<file path="src/rtl/dba_pkg.sv">
// Types, constants and codes of the disk block allocator
package dba_pkg;

   localparam int STORE_BLOCKS = 256;
   localparam int MAX_FILES    = 16;
   localparam int ID_BITS      = 16;

   localparam int OPCODE_W   = 2;
   localparam int ID_FIELD_W = 16;
   localparam int SIZE_W     = 10;
   localparam int STATUS_W   = 2;
   localparam int VALUE_W    = 9;
   localparam int CSR_W      = 9;

   localparam int BLK_IDX_W  = $clog2(STORE_BLOCKS);
   localparam int BLK_CNT_W  = $clog2(STORE_BLOCKS + 1);
   localparam int SLOT_W     = (MAX_FILES > 1) ? $clog2(MAX_FILES) : 1;
   localparam int SLOT_CNT_W = $clog2(MAX_FILES + 1);

   typedef enum logic [OPCODE_W-1:0] {
      OP_ADD    = 2'd0,
      OP_REMOVE = 2'd1,
      OP_DEFRAG = 2'd2
   } opcode_type;

   typedef enum logic [STATUS_W-1:0] {
      ST_DONE    = 2'd0,
      ST_NOSPACE = 2'd1,
      ST_FULL    = 2'd2
   } status_type;

   typedef struct packed {
      logic [OPCODE_W-1:0]   opcode;
      logic [ID_FIELD_W-1:0] file_id;
      logic [SIZE_W-1:0]     file_size;
   } req_type;

   typedef struct packed {
      logic [STATUS_W-1:0] status;
      logic [VALUE_W-1:0]  value;
   } rsp_type;

   typedef struct packed {
      logic       accept;
      logic       add_start;
      logic       add_step;
      logic       add_finish;
      logic       rem_start;
      logic       rem_read;
      logic       rem_eval;
      logic       rem_finish;
      logic       df_start;
      logic       df_find_step;
      logic       df_pick;
      logic       df_next;
      logic       df_place_step;
      logic       rsp_load;
      status_type rsp_status;
   } cmd_type;

   typedef struct packed {
      logic [OPCODE_W-1:0] op;
      logic                too_big;
      logic                hit;
      logic                slot_avail;
      logic                add_done;
      logic                scan_end;
      logic                fs_end;
      logic                best_valid;
      logic                place_done;
      logic                rsp_free;
   } stat_type;

endpackage

</file>
<file path="src/rtl/disk_block_allocator.sv">
// Add: one block scanned per cycle.
// Remove: owner memory read then check per block.
// Defrag: file table scanned per pick.
// One item at a time; the result register frees the result side from the next item.
// Synchronous reset empties store and file table, 256 blocks managed, no clearing pass.
module disk_block_allocator import dba_pkg::*; (
   input  logic             clock,
   input  logic             reset,
   input  logic             req_valid,
   output logic             req_stall,
   input  req_type          req_data,
   output logic             rsp_valid,
   input  logic             rsp_stall,
   output rsp_type          rsp_data,
   input  logic             csr_valid,
   output logic             csr_ready,
   input  logic [CSR_W-1:0] csr_wdata
);

   cmd_type  cmd;
   stat_type stat;
   logic     idle;

   assign req_stall = !idle;
   assign csr_ready = idle;

   dba_ctrl u_ctrl (
      .clock     (clock),
      .reset     (reset),
      .req_valid (req_valid),
      .stat      (stat),
      .cmd       (cmd),
      .idle      (idle)
   );

   dba_datapath u_datapath (
      .clock     (clock),
      .reset     (reset),
      .cmd       (cmd),
      .req_data  (req_data),
      .csr_we    (csr_valid && csr_ready),
      .csr_wdata (csr_wdata),
      .rsp_stall (rsp_stall),
      .stat      (stat),
      .rsp_valid (rsp_valid),
      .rsp_data  (rsp_data)
   );

endmodule

</file>
<file path="src/rtl/dba_ctrl.sv">
// Operation sequencer of the disk block allocator
module dba_ctrl import dba_pkg::*; (
   input  logic     clock,
   input  logic     reset,
   input  logic     req_valid,
   input  stat_type stat,
   output cmd_type  cmd,
   output logic     idle
);

   typedef enum logic [8:0] {
      S_IDLE     = 9'b000000001,
      S_DECODE   = 9'b000000010,
      S_ADD_SCAN = 9'b000000100,
      S_REM_RD   = 9'b000001000,
      S_REM_EV   = 9'b000010000,
      S_DF_FIND  = 9'b000100000,
      S_DF_PLACE = 9'b001000000,
      S_RESULT   = 9'b010000000,
      S_SPARE    = 9'b100000000
   } state_type;

   state_type  state_ff, state_in;
   status_type st_ff, st_in;

   assign idle = (state_ff == S_IDLE);

   always_comb begin
      state_in = state_ff;
      st_in    = st_ff;
      cmd      = '0;
      cmd.rsp_status = st_ff;
      unique case (state_ff)
         S_IDLE: begin
            if (req_valid) begin
               cmd.accept = 1'b1;
               state_in   = S_DECODE;
            end
         end
         S_DECODE: begin
            st_in    = ST_DONE;
            state_in = S_RESULT;
            case (stat.op)
               OP_ADD: begin
                  if (stat.too_big) begin
                     st_in = ST_NOSPACE;
                  end else if (stat.hit || stat.slot_avail) begin
                     cmd.add_start = 1'b1;
                     state_in      = S_ADD_SCAN;
                  end else begin
                     st_in = ST_FULL;
                  end
               end
               OP_REMOVE: begin
                  if (!stat.hit) begin
                     st_in = ST_NOSPACE;
                  end else begin
                     cmd.rem_start = 1'b1;
                     state_in      = S_REM_RD;
                  end
               end
               OP_DEFRAG: begin
                  cmd.df_start = 1'b1;
                  state_in     = S_DF_FIND;
               end
               default: begin
                  state_in = S_RESULT;
               end
            endcase
         end
         S_ADD_SCAN: begin
            if (stat.add_done) begin
               cmd.add_finish = 1'b1;
               state_in       = S_RESULT;
            end else begin
               cmd.add_step = 1'b1;
            end
         end
         S_REM_RD: begin
            if (stat.scan_end) begin
               cmd.rem_finish = 1'b1;
               state_in       = S_RESULT;
            end else begin
               cmd.rem_read = 1'b1;
               state_in     = S_REM_EV;
            end
         end
         S_REM_EV: begin
            cmd.rem_eval = 1'b1;
            state_in     = S_REM_RD;
         end
         S_DF_FIND: begin
            if (!stat.fs_end) begin
               cmd.df_find_step = 1'b1;
            end else if (stat.best_valid) begin
               cmd.df_pick = 1'b1;
               state_in    = S_DF_PLACE;
            end else begin
               state_in = S_RESULT;
            end
         end
         S_DF_PLACE: begin
            if (stat.place_done) begin
               cmd.df_next = 1'b1;
               state_in    = S_DF_FIND;
            end else begin
               cmd.df_place_step = 1'b1;
            end
         end
         S_RESULT: begin
            if (stat.rsp_free) begin
               cmd.rsp_load = 1'b1;
               state_in     = S_IDLE;
            end
         end
         default: begin
            state_in = S_IDLE;
         end
      endcase
   end

   always_ff @(posedge clock) begin
      if (reset) begin
         state_ff <= S_IDLE;
         st_ff    <= ST_DONE;
      end else begin
         state_ff <= state_in;
         st_ff    <= st_in;
      end
   end

endmodule

</file>
<file path="src/rtl/dba_datapath.sv">
// Block bitmap, owner memory, file table and result register
module dba_datapath import dba_pkg::*; (
   input  logic             clock,
   input  logic             reset,
   input  cmd_type          cmd,
   input  req_type          req_data,
   input  logic             csr_we,
   input  logic [CSR_W-1:0] csr_wdata,
   input  logic             rsp_stall,
   output stat_type         stat,
   output logic             rsp_valid,
   output rsp_type          rsp_data
);

   logic [OPCODE_W-1:0]  op_ff;
   logic [ID_BITS-1:0]   id_ff;
   logic [SIZE_W-1:0]    size_ff;

   logic [STORE_BLOCKS-1:0] used_ff, used_in;
   logic [SLOT_W-1:0]       owner_mem [STORE_BLOCKS];
   logic [SLOT_W-1:0]       owner_rd_ff;

   logic [ID_BITS-1:0]   ident_ff [MAX_FILES];
   logic [ID_BITS-1:0]   ident_in [MAX_FILES];
   logic [BLK_CNT_W-1:0] count_ff [MAX_FILES];
   logic [BLK_CNT_W-1:0] count_in [MAX_FILES];
   logic [MAX_FILES-1:0] present_ff, present_in;
   logic [MAX_FILES-1:0] placed_ff, placed_in;

   logic [BLK_CNT_W-1:0] free_ff, free_in;
   logic [BLK_CNT_W-1:0] active_ff, active_in;
   logic [BLK_CNT_W-1:0] idx_ff, idx_in;
   logic [BLK_CNT_W-1:0] given_ff, given_in;
   logic [BLK_IDX_W-1:0] last_ff, last_in;
   logic [SLOT_W-1:0]    slot_ff, slot_in;
   logic [BLK_CNT_W-1:0] pos_ff, pos_in;
   logic [BLK_CNT_W-1:0] pcnt_ff, pcnt_in;
   logic [SLOT_CNT_W-1:0] fs_ff, fs_in;
   logic [SLOT_W-1:0]    best_ff, best_in;
   logic                 bv_ff, bv_in;

   logic                 rsp_valid_ff, rsp_valid_in;
   rsp_type              rsp_data_ff, rsp_data_in;

   logic                 hit;
   logic [SLOT_W-1:0]    hit_idx;
   logic                 slot_avail;
   logic [SLOT_W-1:0]    free_idx;
   logic [SLOT_W-1:0]    fs_slot;
   logic [BLK_IDX_W-1:0] idx_blk;
   logic [BLK_IDX_W-1:0] pos_blk;
   logic                 own_we;
   logic [BLK_IDX_W-1:0] own_addr;
   logic [SLOT_W-1:0]    own_data;
   logic [BLK_CNT_W-1:0] clamp;
   logic [VALUE_W-1:0]   res_value;

   assign fs_slot = fs_ff[SLOT_W-1:0];
   assign idx_blk = idx_ff[BLK_IDX_W-1:0];
   assign pos_blk = pos_ff[BLK_IDX_W-1:0];

   always_comb begin
      hit        = 1'b0;
      hit_idx    = '0;
      slot_avail = 1'b0;
      free_idx   = '0;
      for (int s = MAX_FILES - 1; s >= 0; s--) begin
         if (present_ff[s] && ident_ff[s] == id_ff) begin
            hit     = 1'b1;
            hit_idx = SLOT_W'(s);
         end
         if (!present_ff[s]) begin
            slot_avail = 1'b1;
            free_idx   = SLOT_W'(s);
         end
      end
   end

   always_comb begin
      if (csr_wdata == '0) begin
         clamp = BLK_CNT_W'(1);
      end else if (32'(csr_wdata) > STORE_BLOCKS) begin
         clamp = BLK_CNT_W'(STORE_BLOCKS);
      end else begin
         clamp = BLK_CNT_W'(csr_wdata);
      end
   end

   assign stat.op         = op_ff;
   assign stat.too_big    = 32'(size_ff) > 32'(free_ff);
   assign stat.hit        = hit;
   assign stat.slot_avail = slot_avail;
   assign stat.add_done   = (32'(given_ff) == 32'(size_ff)) || (idx_ff == active_ff);
   assign stat.scan_end   = (idx_ff == active_ff);
   assign stat.fs_end     = (32'(fs_ff) == MAX_FILES);
   assign stat.best_valid = bv_ff;
   assign stat.place_done = (pcnt_ff == count_ff[best_ff]) || (32'(pos_ff) == STORE_BLOCKS);
   assign stat.rsp_free   = !rsp_valid_ff || !rsp_stall;

   assign own_we   = (cmd.add_step && !used_ff[idx_blk]) || cmd.df_place_step;
   assign own_addr = cmd.add_step ? idx_blk : pos_blk;
   assign own_data = cmd.add_step ? slot_ff : best_ff;

   always_comb begin
      res_value = '0;
      if (cmd.rsp_status == ST_DONE) begin
         case (op_ff)
            OP_ADD:    res_value = VALUE_W'(last_ff);
            OP_REMOVE: res_value = VALUE_W'(free_ff);
            OP_DEFRAG: res_value = VALUE_W'(pos_ff);
            default:   res_value = '0;
         endcase
      end
   end

   always_comb begin
      used_in    = used_ff;
      ident_in   = ident_ff;
      count_in   = count_ff;
      present_in = present_ff;
      placed_in  = placed_ff;
      free_in    = free_ff;
      active_in  = active_ff;
      idx_in     = idx_ff;
      given_in   = given_ff;
      last_in    = last_ff;
      slot_in    = slot_ff;
      pos_in     = pos_ff;
      pcnt_in    = pcnt_ff;
      fs_in      = fs_ff;
      best_in    = best_ff;
      bv_in      = bv_ff;
      rsp_valid_in = rsp_valid_ff && rsp_stall;
      rsp_data_in  = rsp_data_ff;

      if (csr_we) begin
         active_in  = clamp;
         free_in    = clamp;
         used_in    = '0;
         present_in = '0;
         for (int s = 0; s < MAX_FILES; s++) begin
            count_in[s] = '0;
         end
      end else begin
         if (cmd.add_start) begin
            idx_in   = '0;
            given_in = '0;
            last_in  = '0;
            slot_in  = hit ? hit_idx : free_idx;
            if (!hit) begin
               present_in[free_idx] = 1'b1;
               ident_in[free_idx]   = id_ff;
               count_in[free_idx]   = '0;
            end
         end
         if (cmd.add_step) begin
            if (!used_ff[idx_blk]) begin
               used_in[idx_blk] = 1'b1;
               given_in         = given_ff + 1'b1;
               last_in          = idx_blk;
            end
            idx_in = idx_ff + 1'b1;
         end
         if (cmd.add_finish) begin
            count_in[slot_ff] = count_ff[slot_ff] + given_ff;
            free_in           = free_ff - given_ff;
         end
         if (cmd.rem_start) begin
            idx_in  = '0;
            slot_in = hit_idx;
         end
         if (cmd.rem_eval) begin
            if (used_ff[idx_blk] && owner_rd_ff == slot_ff) begin
               used_in[idx_blk] = 1'b0;
               free_in          = free_ff + 1'b1;
            end
            idx_in = idx_ff + 1'b1;
         end
         if (cmd.rem_finish) begin
            present_in[slot_ff] = 1'b0;
            count_in[slot_ff]   = '0;
         end
         if (cmd.df_start) begin
            used_in   = '0;
            placed_in = '0;
            pos_in    = '0;
            fs_in     = '0;
            bv_in     = 1'b0;
         end
         if (cmd.df_find_step) begin
            if (present_ff[fs_slot] && !placed_ff[fs_slot] &&
                (!bv_ff || ident_ff[fs_slot] < ident_ff[best_ff])) begin
               best_in = fs_slot;
               bv_in   = 1'b1;
            end
            fs_in = fs_ff + 1'b1;
         end
         if (cmd.df_pick) begin
            placed_in[best_ff] = 1'b1;
            pcnt_in            = '0;
         end
         if (cmd.df_place_step) begin
            used_in[pos_blk] = 1'b1;
            pos_in           = pos_ff + 1'b1;
            pcnt_in          = pcnt_ff + 1'b1;
         end
         if (cmd.df_next) begin
            fs_in = '0;
            bv_in = 1'b0;
         end
      end

      if (cmd.rsp_load) begin
         rsp_valid_in       = 1'b1;
         rsp_data_in.status = cmd.rsp_status;
         rsp_data_in.value  = res_value;
      end
   end

   always_ff @(posedge clock) begin
      if (reset) begin
         used_ff      <= '0;
         present_ff   <= '0;
         placed_ff    <= '0;
         free_ff      <= BLK_CNT_W'(STORE_BLOCKS);
         active_ff    <= BLK_CNT_W'(STORE_BLOCKS);
         bv_ff        <= 1'b0;
         rsp_valid_ff <= 1'b0;
         for (int s = 0; s < MAX_FILES; s++) begin
            count_ff[s] <= '0;
         end
      end else begin
         used_ff      <= used_in;
         present_ff   <= present_in;
         placed_ff    <= placed_in;
         free_ff      <= free_in;
         active_ff    <= active_in;
         bv_ff        <= bv_in;
         rsp_valid_ff <= rsp_valid_in;
         count_ff     <= count_in;
      end
   end

   always_ff @(posedge clock) begin
      if (cmd.accept) begin
         op_ff   <= req_data.opcode;
         id_ff   <= req_data.file_id[ID_BITS-1:0];
         size_ff <= req_data.file_size;
      end
      ident_ff    <= ident_in;
      idx_ff      <= idx_in;
      given_ff    <= given_in;
      last_ff     <= last_in;
      slot_ff     <= slot_in;
      pos_ff      <= pos_in;
      pcnt_ff     <= pcnt_in;
      fs_ff       <= fs_in;
      best_ff     <= best_in;
      rsp_data_ff <= rsp_data_in;
   end

   always_ff @(posedge clock) begin
      if (own_we) begin
         owner_mem[own_addr] <= own_data;
      end
      if (cmd.rem_read) begin
         owner_rd_ff <= owner_mem[idx_blk];
      end
   end

   assign rsp_valid = rsp_valid_ff;
   assign rsp_data  = rsp_data_ff;

endmodule

</file>
<file path="config.mk">
export PLATFORM = sky130hd
export DESIGN_NAME = disk_block_allocator
export DESIGN_NICKNAME = d
export VERILOG_FILES = /design/src/rtl/dba_pkg.sv /design/src/rtl/disk_block_allocator.sv /design/src/rtl/dba_ctrl.sv /design/src/rtl/dba_datapath.sv
export SDC_FILE = /design/constraint.sdc
export NUM_CORES = 2
export LEC_CHECK = 0
export BUFFER_PORTS_ARGS = -buffer_cell sky130_fd_sc_hd__buf_2
export CAP_MARGIN = 20
export CORE_ASPECT_RATIO = 0.7
export CORE_MARGIN = 1.5
export CORE_UTILIZATION = 45
export CTS_BUF_LIST = sky130_fd_sc_hd__clkbuf_4 sky130_fd_sc_hd__clkbuf_8
export DETAILED_ROUTE_END_ITERATION = 16
export GPL_ROUTABILITY_DRIVEN = 0
export PLACE_DENSITY = 0.57
export RECOVER_POWER = 50
export SYNTH_ARGS = -nofsm -noshare
export SYNTH_HDL_FRONTEND = slang
export SYNTH_SLANG_ARGS = --single-unit
</file>
<file path="constraint.sdc">
create_clock -name clock -period 7.9 [get_ports clock]
set_input_delay 0.79 -clock clock [delete_from_list [all_inputs] [get_ports clock]]
set_output_delay 0.79 -clock clock [all_outputs]
set_load 0.05 [all_outputs]
</file>
# ---- Yosys cells after proc, flatten, opt, wreduce, memory -nomap -nowiden
# Memories as Yosys holds them, arrays and structs flattened. A register that Yosys moved wholly into a read port is not among the register bits.
# Cells that the tools add are included.
# W data, S select, Z words.
dict set report op_classes {
  bitwise 18
  n_lt_le_gt_ge 20
  mux 200
  n_reduce_logical 58
  eq_ne 37
  n_addsub 8
}
# cell n
set ops {}
lappend ops {{$mux W256} 8}
lappend ops {{$mux W144} 6}
lappend ops {{$or A256 B256 Y256} 2}
lappend ops {{$and A144 B144 Y144} 2}
lappend ops {{$not A144 Y144} 2}
lappend ops {{$mux W9} 29}
lappend ops {{$and A256 B256 Y256} 1}
lappend ops {{$bwmux W256} 1}
lappend ops {{$eq A16 B16 Y1} 16}
lappend ops {{$not A256 Y256} 1}
lappend ops {{$mux W16} 12}
lappend ops {{$bwmux W144} 1}
lappend ops {{$mux W4} 36}
lappend ops {{$bmux W16 S4} 2}
lappend ops {{$mux W1} 73}
lappend ops {{$bmux W9 S4} 2}
lappend ops {{$demux W9 S4} 2}
lappend ops {{$pmux W9 S8} 1}
lappend ops {{$demux W16 S4} 1}
lappend ops {{$mux W8} 8}
lappend ops {{$pmux W9 S3} 2}
lappend ops {{$add A9 B1 Y9 const B} 5}
lappend ops {{$or A16 B16 Y16} 2}
lappend ops {{$logic_and A1 B1 Y1} 29}
lappend ops {{other kinds (51)} 97}
dict set report word_totals {
  input_bits 42
  memories 1
  mem_bits_rw 1024
  output_inout_bits 14
  regBits 815
}
# name words width read_ports rd_ports_with_merged_regs write_ports line_no
set memory_table {}
lappend memory_table {u_datapath.owner_mem 256 4 1 1 1 dba_datapath.sv:20} ;# logic [SLOT_W-1:0] owner_mem [STORE_BLOCKS];

# ---- Logic depth before layout (Yosys ltp)
dict set report depth {
  depth_word 31
  depth_mapped 18
  mapped_depth_nobuf 13
}

# ---- Modules after synthesis
# Synthesis repeated with hierarchy kept, for this count alone.
dict set report hier_totals {
  cells_unflattened 6065
  area_unflattened_um2 85209.2
}
# module area_per_inst_um2 cells_per_inst n_inst
set by_module_without_submodules {}
lappend by_module_without_submodules {dba_datapath 84412.2 5969 1}
lappend by_module_without_submodules {dba_ctrl 787.0 94 1}
lappend by_module_without_submodules {disk_block_allocator 10.0 2 1}

# ---- Least setup slack after synthesis
# OpenSTA, ideal clock, no wires.
dict set report synth_timing {
  path_kind {flip-flop to flip-flop}
  startpoint {register u_datapath.idx_ff[0]}
  endpoint {memory u_datapath.owner_mem[0][2] in the netlist's numbering (data pin)}
  stages_incl_launch_ff 13
  path_slack_ps 1743
  setup_time_ps 821
  t_required_ps 7079
  synth_period_minus_slack_ps 6157
  t_arrival_ps 5337
  path_cell_list {edfxtp_1 -> buf_4 -> buf_4 -> buf_6 -> xnor2_1 -> nand3_1 -> nor4_1 -> a31oi_1 -> nand2b_1 -> buf_2 -> buf_1 -> nand2_1 -> nand2_1}
}
dict set report synth_via {
  elab_chain_len 5
}
# element line_no
set synth_rtl {}
lappend synth_rtl {{start, declared} dba_datapath.sv:32} ;# logic [BLK_CNT_W-1:0] idx_ff, idx_in;
lappend synth_rtl {{start signal, assigned} dba_datapath.sv:251} ;# idx_ff <= idx_in;
lappend synth_rtl {{$eq A9 B9 Y1} dba_datapath.sv:93} ;# assign stat.add_done = (32'(given_ff) == 32'(size_ff)) || (idx_ff == active_ff);
lappend synth_rtl {{$logic_or A1 B1 Y1} dba_datapath.sv:93}
lappend synth_rtl {{$mux W1} dba_ctrl.sv:72} ;# if (stat.add_done) begin
lappend synth_rtl {{$mux W2} dba_ctrl.sv:33} ;# unique case (state_ff)
lappend synth_rtl {{$mux W4} dba_datapath.sv:102} ;# assign own_data = cmd.add_step ? slot_ff : best_ff;
lappend synth_rtl {{net u_datapath.own_data[2]} dba_datapath.sv:54} ;# logic [SLOT_W-1:0] own_data;
lappend synth_rtl {{end, declared} dba_datapath.sv:20}
# The timed path passes the listed nets, and every way through them passes these cells.

# ---- Worst setup path in the final report
dict set report layout_timing {
  startpoint {register u_datapath.idx_ff[1]}
  endpoint {memory u_datapath.owner_mem[33][3] in the netlist's numbering, enable pin}
}
dict set report layout_via {
  elab_chain_len 8
}
# element
set layout_rtl {}
lappend layout_rtl {{parallel branches: the longest is 8 deep, another holds $bmux W1 S8}}
# Parallel ways; which one is timed is not known. The select of a mux whose other input is x is not followed.

==> flow_summary_export.csv <==
group,metric,value,unit
status,status,"complete, but fails checks",
status,violations,"capacitance limit, slew limit",
logic_synthesis,yosysTopAreaCell,"edfxtp_1",
clocking,clock_latency,970,ps
final_layout,area_growth,10.4,%
route,drt_iter0_drc,7949,
final_layout,regArea,50700,sq um
logic_synthesis,synth-edff-count,1380,
logic_synthesis,yosysMostFrequentCell,"edfxtp_1",
placed_design,post-dp-hpwl,173000,microns
grt,grt_overflow_total,0,
route,drt_first_pass_iters,8,
worst_setup_path,arrival,7370,ps
worst_setup_path,ff2ff_setup_slack,1070,ps
run,maxCapViolCount,19,
floorplan,die-area,193000,sq um
logic_synthesis,syn_area_per_cell,14.5,sq um
logic_synthesis,synth_nets,6015,
clocking,clkTransAtPathRegs,60,ps
floorplan,pin_count,56,
final_layout,multi_input_area,32500,sq um
logic_synthesis,yosysUniqueCellTypes,76,
clocking,clock-sinks,1842,
logic_synthesis,ys_seq_elements,1842,
clocking,htreeDepth,5,
grt,grt_max_degree,257,
final_layout,fill_cells,16000,
sta,worst_pin_slew,2690,ps
logic_synthesis,synth_area,85600,sq um
pwr,p_per_area,207,nW/um^2
worst_setup_path,worstSetupEndpointType,"flip-flop",
grt,grt_pass1_vias,55400,
clocking,cts_setup_buffers,0,
logic_synthesis,ys_seq_area_frac,0.592,
sta,fmax,0.147,GHz
logic_synthesis,ys.flop_type,"edfxtp_1",
floorplan,num_rows,133,
route,wl_per_cell,31.0,microns
route,vias,57700,
clocking,cts_tree,"done",
floorplan,fp.dieH,368,microns
floorplan,core_area,188000,sq um
worst_hold_path,hp-class,"input port to flip-flop",
clocking,cts_hold_buf,25,
final_layout,drive_above_1_share,0.217,
route,ant_nets,0,
floorplan,initial_core_util,0.455,
clocking,cts_resized,0,
logic_synthesis,synth.top_cell.area_share,0.484,
sta,drv_slew,535,
sta,fin_tns_setup,0,ps
grt,grtUsageTotal,0.276,
sta,finClkSkew,84.9,ps
pwr,p_leak,29.8,nW
placed_design,portBuffers,55,
sta,grt_setup_unrepaired,"false",
final_layout,nNetsFinal,6054,
worst_setup_path,path_max_fanout,22,
sta,fin_crit_sh,0.864,
route,vias_per_cell,6.65,
worst_setup_path,required,8450,ps
sta,relSlewSlack,-0.791,
floorplan,die_x,524,microns
logic_synthesis,async_reset_ff_frac,0,
sta,setup_viol,0,
worst_setup_path,criticalPathCategory,"flip-flop to flip-flop",
worst_setup_path,critPathLaunchType,"flip-flop",
route,wirelength,269000,microns
pwr,p_total,0.0196,W
clocking,cts_root_buf,"clkbuf_8",
grt,antenna_found_initial,9,
logic_synthesis,synth_cells,5918,
logic_synthesis,netlist_top_cells_area,"edfxtp_1, mux4_2, dfxtp_1",
logic_synthesis,synth-warning-count,0,
route,drc,0,
clocking,cts-buffers-inserted,300,
pwr,peakVddDrop,131,uV
sta,period_needed,6830,ps
logic_synthesis,synth_common_cells,"edfxtp_1, mux4_2, dfxtp_1",
grt,grt_pass1_wl,393000,microns
clocking,clockBufferDepth,4,
sta,hold_viol_final,0,
==> through the flow <==
step	setup WS [ps]	cells	cell area [sq um]	util	hold slack, ps
finish	1070	8684	94500	0.502	78.2
detailed placement	2180	8119	88600	0.470	445
global route	999	8682	94500	0.502	35.1
global placement	2010	8108	88500	0.470	438
CTS	2160	8671	94700	0.503	0.515
floorplan	1740	5918	85600	-	416
==> state kept, by name, indices dropped and copies added, names as in the netlist, 9 cells and up <==
name,count
u_datapath.pos_ff,9
u_datapath.id_ff,16
u_datapath.present_ff,16
u_datapath.free_ff,9
u_datapath.pcnt_ff,9
u_datapath.rsp_data,11
u_datapath.ident_ff,256
u_datapath.given_ff,9
u_datapath.owner_mem,1024
u_datapath.count_ff,144
u_datapath.used_ff,256
u_datapath.active_ff,9
u_datapath.size_ff,10
u_datapath.idx_ff,9
u_datapath.placed_ff,16
==> worst max-delay path, stage by stage, from the launching register on <==
cell and delay [ps]:
edfxtp_1 930, clkbuf_1 1470, xnor2_1 230, nand4_1 140, nor4_1 220, clkbuf_1 400
a31oi_1 170, nand2b_2 380, nor3_1 110, a31oi_2 1600, buf_4 570, nor3_1 220
==> per-layer routing <==
| layer | routed length [microns] | GRT usage | part of all wire | up-vias |
|---|---|---|---|---|
| met5 | 64 | 0 | 0.00024 | - |
| met2 | 110000 | 0.370 | 0.41 | 3395 |
| met1 | 119000 | 0.431 | 0.44 | 29800 |
| met3 | 32100 | 0.0766 | 0.12 | 508 |
| met4 | 8420 | 0.0864 | 0.031 | 4 |
| li1 | - | - | - | 24000 |
==> layout by cell type (no fill, tap or decap), types with 42 or more instances in the layout <==
| cell type | instances |
|---|---|
| edfxtp_1 | 1380 |
| mux4_2 | 615 |
| dfxtp_1 | 462 |
| nor3_1 | 406 |
| clkbuf_8 | 325 |
| nor2_1 | 313 |
| o21ai_0 | 298 |
| o221ai_1 | 213 |
| nand2_1 | 202 |
| xnor2_1 | 186 |
| xor2_1 | 147 |
| buf_4 | 112 |
| a32o_1 | 103 |
| nand3_1 | 87 |
| clkbuf_4 | 83 |
| nand4_1 | 79 |
| a21oi_1 | 78 |
| inv_1 | 75 |
| o22ai_1 | 70 |
| a31oi_1 | 63 |
| mux2i_1 | 58 |
| clkinv_1 | 57 |
| ha_1 | 53 |
| nor4_1 | 49 |
| clkbuf_1 | 49 |
| a22o_1 | 48 |
| clkinv_2 | 44 |
| buf_2 | 42 |
==> final timing paths <==
kind | depth (start not counted) | end | start
worst max-delay path | 11 | u_datapath.owner_mem[33][3]$_DFFE_PP_ | u_datapath.idx_ff[1]$_DFFE_PP_
worst min-delay path | 1 | u_datapath.size_ff[3]$_DFFE_PP_ | req_data[3]
worst max register to register | 11 | u_datapath.owner_mem[33][3]$_DFFE_PP_ | u_datapath.idx_ff[1]$_DFFE_PP_
worst min register to register | 2 | u_datapath.placed_ff[8]$_SDFFE_PP0N_ | u_datapath.placed_ff[8]$_SDFFE_PP0N_
==> report_power, final <==
part / switching (W) / total, W / internal [W]
Sequential: 0.0000835 / 0.0104 / 0.0104
Clock: 0.00396 / 0.00835 / 0.00439
Combinational: 0.000532 / 0.000782 / 0.000251
Total: 0.00458 / 0.0196 / 0.0150
==> logic make-up after synthesis <==
group	share of synthesized area
AO/OA/AOI/OAI	0.0846
XOR/XNOR	0.0341
adder cells (fa/ha/maj)	0.00821
buffers and inverters	0.0304
flip-flops	0.592
multiplexers	0.170
AND/OR/NAND/NOR	0.0804
==> cell type report <==
type                    instances  share of cell area
inverters                      77             0.00311
well taps                    2497              0.0331
diodes                          5            0.000132
clock buffers                 408              0.0539
repair buffers                260              0.0219
clock inverters               119             0.00777
multi-input cells            3476               0.344
flip-flops and latches       1842               0.536
Power figures use the tool's default switching activity.
